===== config.mk =====
export PLATFORM = sky130hd
export DESIGN_NAME = srd_sqrt
export DESIGN_NICKNAME = d
export VERILOG_FILES = /design/src/srd_pkg.sv /design/src/srd_sqrt.sv
export SDC_FILE = /design/constraint.sdc
export NUM_CORES = 1
export LEC_CHECK = 0
export ABC_AREA = 0
export BUFFER_PORTS_ARGS = -buffer_cell sky130_fd_sc_hd__buf_4
export CORE_MARGIN = 3
export CORE_UTILIZATION = 68
export CTS_CLUSTER_SIZE = 10
export DETAILED_ROUTE_END_ITERATION = 12
export PLACE_DENSITY = 0.83
export RECOVER_POWER = 50
export SETUP_SLACK_MARGIN = 0.4
export SKIP_LAST_GASP = 1
export SYNTH_ARGS = -nofsm -noshare
export SYNTH_HDL_FRONTEND = slang
export SYNTH_SLANG_ARGS = --single-unit
export TNS_END_PERCENT = 30

===== constraint.sdc =====
create_clock -name clk -period 4.3 [get_ports clk]
set_clock_uncertainty 0.15 [all_clocks]
set_input_delay 0.215 -clock clk [delete_from_list [all_inputs] [get_ports clk]]
set_output_delay 0.215 -clock clk [all_outputs]
set_load 0.05 [all_outputs]

===== src/srd_pkg.sv =====
// Shared widths and types of the refraction pipeline.
// No dependencies.
`default_nettype none

package srd_pkg;

  localparam int unsigned VEC_W     = 16;  // Q2.14 vector component
  localparam int unsigned IDX_W     = 16;  // Q3.13 index
  localparam int unsigned NF_W      = VEC_W + 1;  // negated component
  localparam int unsigned PROD_W    = 2 * VEC_W;
  localparam int unsigned DOT_W     = PROD_W + 2;
  localparam int unsigned CRS_W     = PROD_W + 1;
  localparam int unsigned CMAG_W    = PROD_W - 1;
  localparam int unsigned SQ_W      = 2 * CMAG_W;
  localparam int unsigned SQS_W     = SQ_W + 2;
  localparam int unsigned COS_W     = PROD_W;
  localparam int unsigned S_TDATA_W = 6 * VEC_W + 2 * IDX_W;
  localparam int unsigned M_TDATA_W = 3 * VEC_W;
  localparam int unsigned M_TUSER_W = 1;

  typedef logic [VEC_W-1:0] comp_t;

  typedef struct packed {
    comp_t [2:0] n;
    comp_t [2:0] d;
    logic        eq;
  } ray_t;

endpackage

`default_nettype wire


===== src/srd_sqrt.sv =====
// Pipelined integer square root, one root bit per stage.
// root = floor(sqrt(rad)). Uses srd_pkg.
`default_nettype none

module srd_sqrt #(
  parameter int unsigned RN = 15
) (
  input  logic            clk,
  input  logic            en,
  input  logic [2*RN-1:0] rad,
  output logic [RN-1:0]   root
);
  import srd_pkg::*;

  logic [RN:0]     rem_q  [RN];
  logic [RN-1:0]   root_q [RN];
  logic [2*RN-1:0] rsh_q  [RN];

  logic [RN:0]     prem  [RN];
  logic [RN-1:0]   proot [RN];
  logic [2*RN-1:0] prad  [RN];
  logic [RN+2:0]   trial [RN];
  logic [RN+2:0]   tsub  [RN];
  logic [RN+2:0]   diff  [RN];
  logic            ge    [RN];

  always_comb begin
    prem[0]  = '0;
    proot[0] = '0;
    prad[0]  = rad;
    for (int j = 1; j < RN; j++) begin
      prem[j]  = rem_q[j-1];
      proot[j] = root_q[j-1];
      prad[j]  = rsh_q[j-1];
    end
    for (int j = 0; j < RN; j++) begin
      trial[j] = {prem[j], prad[j][2*RN-1:2*RN-2]};
      tsub[j]  = {1'b0, proot[j], 2'b01};
      diff[j]  = trial[j] - tsub[j];
      ge[j]    = trial[j] >= tsub[j];
    end
  end

  always_ff @(posedge clk) begin
    if (en) begin
      for (int j = 0; j < RN; j++) begin
        rem_q[j]  <= ge[j] ? diff[j][RN:0] : trial[j][RN:0];
        root_q[j] <= {proot[j][RN-2:0], ge[j]};
        rsh_q[j]  <= prad[j] << 2;
      end
    end
  end

  assign root = root_q[RN-1];

endmodule

`default_nettype wire


==> metrics <==
Pwr Total about 13 mW; CTS root buffer clkbuf_16; Hold Buf Count CTS 31; hold path cells 2; Syn-to-layout area delta 11.8%; CP max stage delay a little over 600 ps; R2R cell count 9; top cells by area, synth edfxtp_1, ha_1, xnor2_1; Least-Margin Pin Slew between 3000 and 4000 ps; MaxCap Viol Count 1; Post-synth top flop edfxtp_1; Clock Pin Slew Worst Setup and Hold Paths 60 ps; row count 69; post-synth cell types between 80 and 90; Die Y 196 um; final hold vios 0; worst skew pair latency around 610 ps; Buf+Inv Stages, Crit Path 1; Starting DRT DRC Count 1,365; GRT overflow 0; Ports 47; status finished with violations; Tmin final 3460 ps; Pins Over Slew Limit about 130; max_slew headroom -115%; RSZ-0062 raised after global routing no; global-route wire length before repair 79.0 mm; Vias ~15,000; Clock Path Buffers 3; hpwl dp slightly below 30 mm; RR Endpoint rem_q[1][95]; commonest cells after routing, fill and taps aside edfxtp_1, inv_1, nor2_1, ha_1, a21oi_1; failing checks max-capacitance violations, max-slew violations; final core occ approximately 77%; commonest non-fill, non-tap cell in the layout edfxtp_1; R2R Path Start rem_q[1][64]; Worst R2R Setup Slack about 840 ps; Tcrit/Tclk final around four fifths; Crit Path Category reg -> reg; Worst setup SP type flip-flop; #FFs+latches synth roughly 540; layout cells sized above 1 a little under 8%; GPL Wtd Cong about 0.9; worst hold path endpoint rsh_q[0][24]; Synth async-reset ratio 0%; Peak supply drop 536 uV; Cell Pwr Density approximately 480 nW/um^2; Post-DRT Antenna Nets 0; CP cell instances ha_1 -> nand2b_1 -> a21oi_1 -> o31ai_1 -> a21oi_1 -> nor2_1 -> buf_4 -> nor2_1 -> mux2_1; Synth Cell Area roughly 25,000 sq um; Arrival @ worst endpoint 3640 ps; setup violators final 0; Post-CTS Resized 0; Top Family by Delay on Critical Path simple AND/OR/NAND/NOR gates; H-tree depth 2; WL final between 40 and 50 mm; antenna violations before repair 0; drt first pass iters 5; Yosys warning total 0; total CTS buffers 60; Clock Sinks 538; CP endpoint kind flip-flop; Syn Inst Count approximately 1,800; syn nets between 2,000 and 2,500; core area roughly 36,000 sq um; Max Freq 0.289 GHz; vias in the first global route roughly 15,000; Filler Cell Count about 2,000; Vias/cell roughly 6.1; gr usage total 25.9%; die footprint 38,500 sq um; TritonCTS clock tree done; sequential area share after synthesis 65.7%; port buffer count 46; Initial Utilization between 60 and 70%; die span in x about 200 um; largest net degree at the start of global routing ~130; Tightest Hold Check Type in -> reg; CP max-delay cell nor2_1; number of synthesized flops with an enable pin approximately 540; Crit path required time ~4500 ps; fin nets ~2,100; WL/cell between 20 and 25 um; Yosys top cell by area edfxtp_1; Fin Setup TNS 0 ps; Static Leak between 10 and 15 nW; Post-route DRC 0; critical path fanouts, max 17; post-CTS setup buffer count 0; hold_sp rad[24]; area share of the largest cell type after synthesis 65.7%; Synth Area per Inst about 13 sq um
-- per-stage QoR --
stage	instances	hold slack (ps)	area, sq um	setup WS, ps
detailed placement	2341	244	25600	1010
global placement	2341	243	25600	1150
global route	2441	171	27500	694
finish	2442	179	27500	839
CTS	2441	65.0	27500	936
floorplan	1837	164	24600	1610
-- where the power goes --
| part | internal (mW) | switching, mW | total [mW] | leakage, nW |
|---|---|---|---|---|
| Combinational | 0.869 | 1.20 | 2.07 | 4.70 |
| Sequential | 6.50 | 0.339 | 6.84 | 5.15 |
| Clock | 2.47 | 1.93 | 4.40 | 0.777 |
-- cell type report --
cell class | instances | area, sq um | area share [%]
sequential | 538 | 16200 | 58.8
multi-input combinational | 1109 | 7710 | 28.0
clock buffer | 65 | 1520 | 5.53
timing repair buffer | 91 | 793 | 2.89
inverter | 173 | 649 | 2.36
tap | 461 | 577 | 2.10
clock inverter | 4 | 77.6 | 0.282
antenna | 1 | 2.50 | 0.00911
-- synthesized netlist by cell type (4+ instances only) --
cell type	instances
edfxtp_1	538
inv_1	168
nor2_1	137
ha_1	135
a21oi_1	99
nand2_1	97
xnor2_1	75
xor2_1	74
nor3_1	52
o21ai_1	45
o21ai_0	44
nand3_1	32
nand2b_1	26
o21a_1	21
a21o_1	20
nor2b_1	16
or3_1	16
mux2_1	15
nor4_1	14
o31ai_1	13
and2_1	12
a31oi_1	10
clkbuf_1	10
or4_1	10
o211ai_1	9
a211oi_1	8
and3_1	8
nand4_1	8
o21bai_1	8
a21oi_2	6
buf_2	6
nor4b_1	6
a2111oi_0	5
inv_2	5
o2111ai_1	5
o22ai_1	5
a21boi_1	4
mux2i_1	4
nand3b_1	4
or2_1	4
or2_2	4
-- worst max-delay path by stage --
stage | start | to | slack (ps) | cells after the start
after floorplan | rem_q[1][25] | rem_q[1][36] | 1610 | 9
after CTS | rem_q[1][64] | rem_q[1][95] | 940 | 9
after global placement | rem_q[1][66] | rem_q[1][95] | 1150 | 9
final | rem_q[1][64] | rem_q[1][95] | 840 | 9
after global routing | rem_q[1][66] | rem_q[1][95] | 690 | 9
after detailed placement | rem_q[1][37] | rem_q[1][56] | 1010 | 8
-- metal layers --
layer / vias to the layer above / routed length [um] / track usage (%)
met3: 135 / 2860 / 4.14
met1: 7230 / 19500 / 32.5
met4: 0 / 1850 / 10.5
met2: 571 / 25100 / 45.4
li1: 7016 / - / -
met5: - / 0 / 0
-- flip-flops by register name, summed over array words and instances, names as in the netlist --
name    count
root_q    120
rem_q     208
rsh_q     210
-- kinds of logic (layout without fill, tap and decap cells) --
family | after synthesis | after routing | share of synthesized area (%)
mux | 22 | 22 | 0.987
fa+ha+maj | 135 | 135 | 6.87
simple gates | 462 | 462 | 9.33
buf+inv | 190 | 333 | 2.96
xor+xnor | 150 | 150 | 5.37
other cells | 1 | 2 | 0.0152
flops | 538 | 538 | 65.7
compound gates | 339 | 339 | 8.77
(Power assumes the default switching activity.)
