File: src/srd_pkg.sv
// Shared widths and types of the refraction pipeline.
// No dependencies.
`default_nettype none

package srd_pkg;

  localparam int unsigned VEC_W     = 16;  // Q2.14 vector component
  localparam int unsigned IDX_W     = 16;  // Q3.13 index
  localparam int unsigned NF_W      = VEC_W + 1;  // negated component
  localparam int unsigned PROD_W    = 2 * VEC_W;
  localparam int unsigned DOT_W     = PROD_W + 2;
  localparam int unsigned CRS_W     = PROD_W + 1;
  localparam int unsigned CMAG_W    = PROD_W - 1;
  localparam int unsigned SQ_W      = 2 * CMAG_W;
  localparam int unsigned SQS_W     = SQ_W + 2;
  localparam int unsigned COS_W     = PROD_W;
  localparam int unsigned S_TDATA_W = 6 * VEC_W + 2 * IDX_W;
  localparam int unsigned M_TDATA_W = 3 * VEC_W;
  localparam int unsigned M_TUSER_W = 1;

  typedef logic [VEC_W-1:0] comp_t;

  typedef struct packed {
    comp_t [2:0] n;
    comp_t [2:0] d;
    logic        eq;
  } ray_t;

endpackage

`default_nettype wire

File: src/srd_mul.sv
// Two-stage unsigned multiplier, operands split in halves.
// Uses srd_pkg.
`default_nettype none

module srd_mul #(
  parameter int unsigned AW = 32,
  parameter int unsigned BW = 32
) (
  input  logic            clk,
  input  logic            en,
  input  logic [AW-1:0]   a,
  input  logic [BW-1:0]   b,
  output logic [AW+BW-1:0] p
);
  import srd_pkg::*;

  localparam int unsigned PW = AW + BW;
  localparam int unsigned AL = (AW + 1) / 2;
  localparam int unsigned AU = AW - AL;
  localparam int unsigned BL = (BW + 1) / 2;
  localparam int unsigned BU = BW - BL;

  logic [AL+BL-1:0] p_ll;
  logic [AL+BU-1:0] p_lu;
  logic [AU+BL-1:0] p_ul;
  logic [AU+BU-1:0] p_uu;

  always_ff @(posedge clk) begin
    if (en) begin
      p_ll <= a[AL-1:0] * b[BL-1:0];
      p_lu <= a[AL-1:0] * b[BW-1:BL];
      p_ul <= a[AW-1:AL] * b[BL-1:0];
      p_uu <= a[AW-1:AL] * b[BW-1:BL];
      p    <= PW'(p_ll) + (PW'(p_lu) << BL) + (PW'(p_ul) << AL)
              + (PW'(p_uu) << (AL + BL));
    end
  end

endmodule

`default_nettype wire

File: config.mk
export PLATFORM = sky130hd
export DESIGN_NAME = srd_mul
export DESIGN_NICKNAME = d
export VERILOG_FILES = /design/src/srd_pkg.sv /design/src/srd_mul.sv
export SDC_FILE = /design/constraint.sdc
export NUM_CORES = 2
export LEC_CHECK = 0
export BUFFER_PORTS_ARGS = -buffer_cell sky130_fd_sc_hd__buf_2
export CAP_MARGIN = 20
export CELL_PAD_IN_SITES_DETAIL_PLACEMENT = 1
export CELL_PAD_IN_SITES_GLOBAL_PLACEMENT = 2
export CORE_ASPECT_RATIO = 1.5
export CORE_MARGIN = 1
export CORE_UTILIZATION = 43
export CTS_CLUSTER_DIAMETER = 60
export DETAILED_ROUTE_END_ITERATION = 16
export GPL_ROUTABILITY_DRIVEN = 0
export GPL_TIMING_DRIVEN = 1
export HOLD_SLACK_MARGIN = 0.02
export MAX_ROUTING_LAYER = met4
export PLACE_DENSITY = 0.81
export SYNTH_ARGS = -nofsm -noshare
export SYNTH_HDL_FRONTEND = slang
export SYNTH_SLANG_ARGS = --single-unit
File: constraint.sdc
create_clock -name clk -period 8.53 [get_ports clk]
set_clock_uncertainty 0.05 [all_clocks]
set_input_delay 0.4265 -clock clk [delete_from_list [all_inputs] [get_ports clk]]
set_output_delay 0.4265 -clock clk [all_outputs]
set_load 0.005 [all_outputs]
==> impl_metrics.json <==
{
  "rows": 140,
  "wl_met3_mm": 2.96,
  "die_area_um2": 99800,
  "drc": 0,
  "setup_viol": 0,
  "whs_endpoint": "p[5]",
  "numPortBuffers": 129,
  "yosys_warnings": 0,
  "grt_pass1_wl_mm": 206,
  "reg2reg_slack_ps": 4190,
  "cts_resized": 0,
  "start_util_pct": 43.5,
  "finalCritPeriodShare_pct": 79.9,
  "htree_levels": 4,
  "min_path_cells": 0,
  "finalSetupTns_ps": 0,
  "cp-start-kind": "primary input",
  "cts-root-buf": "clkbuf_16",
  "wl_per_cell_um": 22.7,
  "wirelength_met1_mm": 47.0,
  "syn_area_um2": 42400,
  "rsz0062_at_grt": "false",
  "drt-total-wl_mm": 131,
  "synth_fp_nets": 5802,
  "async_flop_share_pct": 0,
  "cts.sinks": 192,
  "highest_layer": "met4",
  "cts.clk_slew.worst_paths_ps": 90,
  "holdBufCountCts": 0,
  "clock_latency_ps": 510,
  "cts_buffers": 17,
  "arrival_ps": 7030,
  "dp_hpwl_mm": 104,
  "path_class": "primary input to register",
  "worst_ep_required_time_ps": 8740,
  "post_cts_buffers": 0,
  "hold_path.class": "register to register",
  "place_area_um2": 44200,
  "yosysUniqueCellTypes": 67,
  "finalMaxSlewViolations": 0,
  "r2r_start": "p_lu[1]",
  "period_needed_ps": 6820,
  "fin_util_pct": 46.0,
  "r2r_end": "p[63]",
  "syn_inst": 4479,
  "max_stage_delay_ps": 650,
  "synth.avg_cell_area_um2": 9.46,
  "grt_start_max_net_pins": 87,
  "antenna_found_initial": 7,
  "die-height_um": 386,
  "outcome": "finished, final reports clean",
  "grt_pass1_vias": 36173,
  "die_x_um": 258,
  "yosysSeqAreaShare_pct": 13.6,
  "drive_gt1_share_pct": 4.89,
  "yosys_register_bits": 192,
  "holdWs_ps": 372,
  "route.vias.total": 30719,
  "synth_flop_cell": "edfxtp_1",
  "mostFrequentLayoutCell": "inv_1",
  "final_antenna_net_count": 0,
  "pin_count": 130,
  "synth_edf_count": 192,
  "via_per_inst": 5.33,
  "wl_met2_mm": 72.9,
  "grt_usage_pct": 28.6,
  "crit_family": "adder cells",
  "relSlewSlack_pct": 23.9,
  "hold_viol": 0,
  "drv_cap": 0,
  "crit_slowest_cell": "buf_2",
  "mostFrequentLayoutCells": "inv_1 (949), fa_1 (809), nand2_1 (627)",
  "first_pass_iters": 5,
  "endpoint_kind": "register",
  "area_growth_pct": 5.78,
  "fmax_mhz": 147,
  "finalInstanceArea_um2": 44800,
  "path_cells": "buf_2 -> and2_1 -> fa_1 -> inv_1 -> fa_1 -> fa_1 -> fa_1 -> inv_1 -> fa_1 -> inv_1 -> fa_1 -> inv_1 -> ha_1 -> a211o_1 -> a2111oi_0 -> o21ai_1 -> a211oi_2 -> o211ai_1 -> a21oi_1 -> xnor2_1",
  "crit_top_cell": "fa_1",
  "grt-ovfl-total": 0,
  "critPathBufInv": 5,
  "drt_iter0_drc": 1327,
  "cts_tree": "built",
  "core_um2": 97400,
  "clockBufferDepth": 2,
  "tightest_slew_ps": 1130,
  "cp_max_fo": 32,
  "hp-start": "p_ll[5]",
  "fin_nets": 5793,
  "r2r_cells": 12
}
-- through the flow --
stage          instances  worst slack (ps)
6_report            5768              1710
5_1_grt             5766              1410
4_1_cts             5761              1780
3_5_place_dp        5729              1220
3_3_place_gp        5729              1290
2_1_floorplan       4479              2310
-- worst max path at each step --
stage                     slack (ps)  cells past startpoint       end  startpoint
final                           1710                     20  p_ul[26]       a[21]
after global placement          1290                     22  p_ul[29]        b[7]
after global routing            1410                     20  p_ul[26]        b[2]
after floorplan                 2310                     21  p_ul[29]       a[23]
after CTS                       1780                     22  p_ul[29]        b[7]
after detailed placement        1220                     22  p_ul[29]        b[7]
-- registers in the layout, indices dropped and copies added (netlist names) --
signal / flops
p_lu: 32
p_ul: 32
p_uu: 32
p: 64
p_ll: 32
-- final cells by class --
| class | count | area [um2] |
|---|---|---|
| well taps | 1278 | 1600 |
| multi-input cells | 3138 | 32300 |
| flip-flops and latches | 192 | 5770 |
| diodes | 7 | 17.5 |
| clock buffers | 17 | 425 |
| clock inverters | 15 | 186 |
| fillers | 11232 | 52600 |
| inverters | 949 | 3560 |
| repair buffers | 172 | 977 |
-- cell usage after synthesis, types with 4 or more instances --
library cell | instances | area share [%]
a211o_1 | 4 | 0.083
nand4_1 | 12 | 0.18
and2_1 | 481 | 7.1
o221ai_1 | 4 | 0.083
o21ai_0 | 60 | 0.71
fa_1 | 809 | 38
a211oi_1 | 19 | 0.34
clkbuf_1 | 196 | 1.7
nand2b_1 | 19 | 0.28
a31oi_1 | 9 | 0.13
nor3b_1 | 8 | 0.14
or3_1 | 8 | 0.12
nor3_1 | 25 | 0.30
and3_1 | 11 | 0.16
xor2_1 | 58 | 1.2
o2111ai_1 | 4 | 0.083
a21boi_0 | 6 | 0.11
nor2b_1 | 8 | 0.12
nor2_1 | 78 | 0.69
a21o_1 | 64 | 1.1
ha_1 | 448 | 13
xnor2_1 | 93 | 1.9
edfxtp_1 | 192 | 14
o21bai_1 | 17 | 0.30
o31ai_1 | 11 | 0.19
nand3_1 | 32 | 0.38
or2_2 | 4 | 0.059
o211ai_1 | 10 | 0.18
o21a_1 | 21 | 0.37
a311oi_1 | 4 | 0.083
a21oi_1 | 129 | 1.5
inv_1 | 949 | 8.4
nand2_1 | 627 | 5.6
-- metal layers --
metal  vias to the layer above  global-route usage [%]
met4                         0                    15.9
met5                         -                       -
met1                     16265                    28.6
met3                       253                    2.48
met2                       538                    54.4
li1                      13663                       -
-- logic make-up (layout without fill, tap and decap cells) --
family	count (synthesis)	in the layout	share of synthesized area [%]
AOI/OAI and AO/OA	402	402	6.22
xor gates and xnor gates	151	151	3.12
adders and majority gates	1257	1257	51.5
buffers and inverters	1149	1153	10.2
DFF	192	192	13.6
muxes	1	1	0.0236
other	0	7	0
and+or+nand+nor	1327	1327	15.4
Power is left out: the tool's default activity adds up to more than one toggle a clock period on the data nets, which glitch-free logic cannot reach.
