**config.mk**
```make
export PLATFORM = sky130hd
export DESIGN_NAME = srd_div
export DESIGN_NICKNAME = d
export VERILOG_FILES = /design/src/srd_pkg.sv /design/src/srd_div.sv
export SDC_FILE = /design/constraint.sdc
export NUM_CORES = 2
export LEC_CHECK = 0
export ABC_CLOCK_PERIOD_IN_PS = 3400
export BUFFER_PORTS_ARGS = -buffer_cell sky130_fd_sc_hd__buf_2
export CAP_MARGIN = 15
export CELL_PAD_IN_SITES_DETAIL_PLACEMENT = 0
export CELL_PAD_IN_SITES_GLOBAL_PLACEMENT = 1
export CORE_MARGIN = 5
export CORE_UTILIZATION = 53
export DETAILED_ROUTE_END_ITERATION = 7
export PLACE_DENSITY_LB_ADDON = 0.1
export SYNTH_ARGS = -nofsm -noshare
export SYNTH_HDL_FRONTEND = slang
export SYNTH_SLANG_ARGS = --single-unit
```
**constraint.sdc**
```tcl
create_clock -name clk -period 3.4 [get_ports clk]
set_clock_uncertainty 0.05 [all_clocks]
set_input_delay 0.51 -clock clk [delete_from_list [all_inputs] [get_ports clk]]
set_output_delay 0.51 -clock clk [all_outputs]
set_load 0.005 [all_outputs]
```
**src/srd_pkg.sv**
```systemverilog
// Shared widths and types of the refraction pipeline.
// No dependencies.
`default_nettype none

package srd_pkg;

  localparam int unsigned VEC_W     = 16;  // Q2.14 vector component
  localparam int unsigned IDX_W     = 16;  // Q3.13 index
  localparam int unsigned NF_W      = VEC_W + 1;  // negated component
  localparam int unsigned PROD_W    = 2 * VEC_W;
  localparam int unsigned DOT_W     = PROD_W + 2;
  localparam int unsigned CRS_W     = PROD_W + 1;
  localparam int unsigned CMAG_W    = PROD_W - 1;
  localparam int unsigned SQ_W      = 2 * CMAG_W;
  localparam int unsigned SQS_W     = SQ_W + 2;
  localparam int unsigned COS_W     = PROD_W;
  localparam int unsigned S_TDATA_W = 6 * VEC_W + 2 * IDX_W;
  localparam int unsigned M_TDATA_W = 3 * VEC_W;
  localparam int unsigned M_TUSER_W = 1;

  typedef logic [VEC_W-1:0] comp_t;

  typedef struct packed {
    comp_t [2:0] n;
    comp_t [2:0] d;
    logic        eq;
  } ray_t;

endpackage

`default_nettype wire

```
**src/srd_div.sv**
```systemverilog
// Pipelined restoring divider, one quotient bit per stage.
// Quotient = floor(num * 2^FB / den). Uses srd_pkg.
`default_nettype none

module srd_div #(
  parameter int unsigned NW = 16,
  parameter int unsigned FB = 14
) (
  input  logic             clk,
  input  logic             en,
  input  logic [NW-1:0]    num,
  input  logic [NW-1:0]    den,
  output logic [NW+FB-1:0] quo
);
  import srd_pkg::*;

  localparam int unsigned QW = NW + FB;

  logic [NW-1:0] rem_q [QW];
  logic [QW-1:0] quo_q [QW];
  logic [NW-1:0] nsh_q [QW];
  logic [NW-1:0] den_q [QW];

  logic [NW-1:0] prem [QW];
  logic [QW-1:0] pquo [QW];
  logic [NW-1:0] pnum [QW];
  logic [NW-1:0] pden [QW];
  logic [NW:0]   trial [QW];
  logic [NW:0]   diff [QW];
  logic          ge [QW];

  always_comb begin
    prem[0] = '0;
    pquo[0] = '0;
    pnum[0] = num;
    pden[0] = den;
    for (int j = 1; j < QW; j++) begin
      prem[j] = rem_q[j-1];
      pquo[j] = quo_q[j-1];
      pnum[j] = nsh_q[j-1];
      pden[j] = den_q[j-1];
    end
    for (int j = 0; j < QW; j++) begin
      trial[j] = {prem[j], pnum[j][NW-1]};
      diff[j]  = trial[j] - {1'b0, pden[j]};
      ge[j]    = trial[j] >= {1'b0, pden[j]};
    end
  end

  always_ff @(posedge clk) begin
    if (en) begin
      for (int j = 0; j < QW; j++) begin
        rem_q[j] <= ge[j] ? diff[j][NW-1:0] : trial[j][NW-1:0];
        quo_q[j] <= {pquo[j][QW-2:0], ge[j]};
        nsh_q[j] <= pnum[j] << 1;  // zeros feed the fraction bits
        den_q[j] <= pden[j];
      end
    end
  end

  assign quo = quo_q[QW-1];

endmodule

`default_nettype wire

```
==> results.sh <==
export IMPL_p_switching_mw=24.23
export IMPL_final_period_utilization_pct=95.65
export IMPL_cp_arrival_ps=3850
export IMPL_drive_above_1_share_pct=12.20
export IMPL_synth_edff_count=1513
export IMPL_vdd_drop_max_v=0.0005357
export IMPL_first_pass_iters=6
export IMPL_avgRoutedWirePerCell_um=17.57
export IMPL_path_clk_slew_ps=60
export IMPL_fp_dieH_um=379.1
export IMPL_cts_tree="yes"
export IMPL_syn_mean_instance_area_um2=13.29
export IMPL_finalSetupViolCount=0
export IMPL_synth_top_area_share_pct=62.92
export IMPL_fp_dieW_um=379.1
export IMPL_syn_nets=5960
export IMPL_h_tree_depth=4
export IMPL_async_flop_share_pct=0
export IMPL_area_growth_syn_to_layout_pct=12.89
export IMPL_maxSlewViolCount=0
export IMPL_vias=41287
export IMPL_critPathCaptureType="flop"
export IMPL_final_common_cell="edfxtp_1"
export IMPL_synth_area_leaders="edfxtp_1, ha_1, inv_1"
export IMPL_start_kind="flop"
export IMPL_preCtsSetupSlack_ps=-282.0
export IMPL_grt_usage_pct=18.85
export IMPL_internal_power_mw=49.81
export IMPL_cp_endpoint="rem_q[0][94]"
export IMPL_setup_worst_path_class="reg -> reg"
export IMPL_crit_slowest_cell="or4b_2"
export IMPL_dieArea_um2=143700
export IMPL_start_util_pct=53.30
export IMPL_place_hpwl_mm=96.51
export IMPL_ctsLongestPathBuffers=3
export IMPL_required_ps=3990
export IMPL_drc_errors=0
export IMPL_clock_latency_ps=790
export IMPL_io_pins=64
export IMPL_reg2regPathDepth=11
export IMPL_cts_inserted_buffers=163
export IMPL_power_density_nw_per_um2=908.4
export IMPL_finalHoldViolations=0
export IMPL_rsz0062_at_grt="true"
export IMPL_clock_sinks=1513
export IMPL_rows=135
export IMPL_grt_start_max_net_pins=100
export IMPL_slew_headroom_pct=47.02
export IMPL_slowest_delay_ps=630
export IMPL_worstPathMaxFanout=3
export IMPL_grt_ovfl_total=0
export IMPL_r2r_start="den_q[0][64]"
export IMPL_synthCells=5433
export IMPL_holdWs_ps=116.1
export IMPL_crit_chain="ha_1, fa_1, nor2b_1, o21ai_0, a21boi_1, o211ai_1, a21oi_1, nor3_1, or4b_2, a41oi_1, a21o_1"
export IMPL_syn_area_um2=72200
export IMPL_grt_pass1_vias=40475
export IMPL_root_buffer="clkbuf_16"
export IMPL_final_util_pct=60.17
export IMPL_antenna_found_initial=0
export IMPL_wl_mm=134.5
export IMPL_r2r_end="rem_q[0][94]"
export IMPL_final_nets=6272
export IMPL_startpoint="den_q[0][64]"
export IMPL_core_um2=135500
export IMPL_antenna_cells=0
export IMPL_synth_top_flop_cell="edfxtp_1"
export IMPL_p_comb_share_pct=37.3
export IMPL_seq_area_frac_synth_pct=62.92
export IMPL_place_congestion=0.8414
export IMPL_worst_slack_ps=147.8
export IMPL_timing_fmax_ghz=0.3075
export IMPL_postRouteAntennaNets=0
export IMPL_ys_seq_elements=1513
export IMPL_synth_largest_area_cell="edfxtp_1"
export IMPL_tightest_slew_ps=774.6
export IMPL_clockPowerShare_pct=23.7
export IMPL_final_cell_mix="edfxtp_1, inv_1, ha_1"
export IMPL_drt_iter0_drc=2525
export IMPL_max_cap_violations=0
export IMPL_grt_pass1_wl_mm=215.9
export IMPL_hp_class="in -> reg"
export IMPL_synth_distinct_cells=80
export IMPL_p_leak_nw=32.46
export IMPL_finalCriticalPeriod_ps=3252
export IMPL_p_seq_share_pct=38.9
export IMPL_io_buffers=63
export IMPL_switching_share_pct=32.72
export IMPL_outcome="finished, final reports clean"
export IMPL_r2r_slack_ps=150
export IMPL_viasPerCell=5.393
export IMPL_yosysWarnings=0
state kept, by name, indices dropped and copies added, names as in the netlist:
name,flops
nsh_q,120
rem_q,464
den_q,464
quo_q,465
metrics by stage:
stage          TNS [ps]  power [mW]  instance area, um2  instances
3_5_place_dp      -3635       56.57               75690       7328
6_report              0       74.04               81510       7656
3_3_place_gp      -3527       56.34               75690       7328
2_1_floorplan         0       49.25               72200       5433
4_1_cts               0       74.67               81400       7656
5_1_grt          -9.206       79.23               81510       7656
power groups by stage:
stage / sequential, mW / clock [mW] / combinational, mW
after detailed placement: 29.3 / 0 / 27.3
after CTS: 28.9 / 18.1 / 27.6
final: 28.8 / 17.6 / 27.6
after global placement: 29.3 / 0 / 27.1
after global routing: 29.2 / 19.0 / 31.1
after floorplan: 27.9 / 0 / 21.3
worst min path at each step:
stage | endpoint | cells past startpoint | slack (ps) | start
6_report | rem_q[0][0] | 3 | 120 | num[15]
2_1_floorplan | nsh_q[0][100] | 0 | 350 | nsh_q[0][84]
5_1_grt | rem_q[0][0] | 3 | 60 | num[15]
3_3_place_gp | quo_q[0][433] | 0 | 350 | quo_q[0][402]
3_5_place_dp | nsh_q[0][160] | 0 | 350 | nsh_q[0][144]
4_1_cts | rem_q[0][0] | 3 | 40 | num[15]
metal layers:
metal | global-route usage, % | share of wire (%)
met1 | 25.52 | 46
met5 | 0 | 0
met2 | 31.46 | 48
met3 | 3.220 | 3.5
met4 | 5.660 | 2.6
cell usage after synthesis, drive strengths merged, types with 9 or more instances:
library cell and number:
edfxtp 1513, inv 605, ha 465, nand2 329, o21ai 314, nor2 270, a21oi 259, mux2 203
xnor2 187, a21o 127, xor2 125, nor3 89, nor2b 74, nand3 60, nand4 59, nand2b 54
clkbuf 45, a21boi 44, o21a 44, a211oi 43, mux2i 36, o31ai 35, and3 33, or3 30
o211ai 29, fa 28, a31o 27, and2 27, or2 25, buf 24, a31oi 23, o21bai 23
o41ai 23, nor4 19, a2111oi 18, a211o 15, o31a 12, o311ai 11, a311oi 9
worst max-delay path: cells and delay by family (launching register included):
family          cells  cell delay [ps]
compound gates      6             1080
simple gates        3              890
flops               1              410
fa+ha+maj           2              670
layout make-up:
type,instances,area [um2]
clock buffer,190,4202
fill,10741,53960
tap,1781,2228
inverter,605,2271
timing repair buffer,216,1898
sequential,1513,45430
clock inverter,105,1161
multi-input combinational,3246,24310
repair_timing:
action	CTS	global route
pin swaps	1	1
hold buffers	31	0
endpoints found under the hold margin	31	0
resized for setup	1	31
buffers inserted	2	0
setup endpoints to repair	15	83
kinds of logic after synthesis:
family	share of synthesized area, %
AOI/OAI and AO/OA	9.837
xor gates and xnor gates	3.785
adders and majority gates	8.834
buffers and inverters	3.592
DFF	62.92
muxes	3.701
and+or+nand+nor	7.327
(Power assumes the default switching activity.)
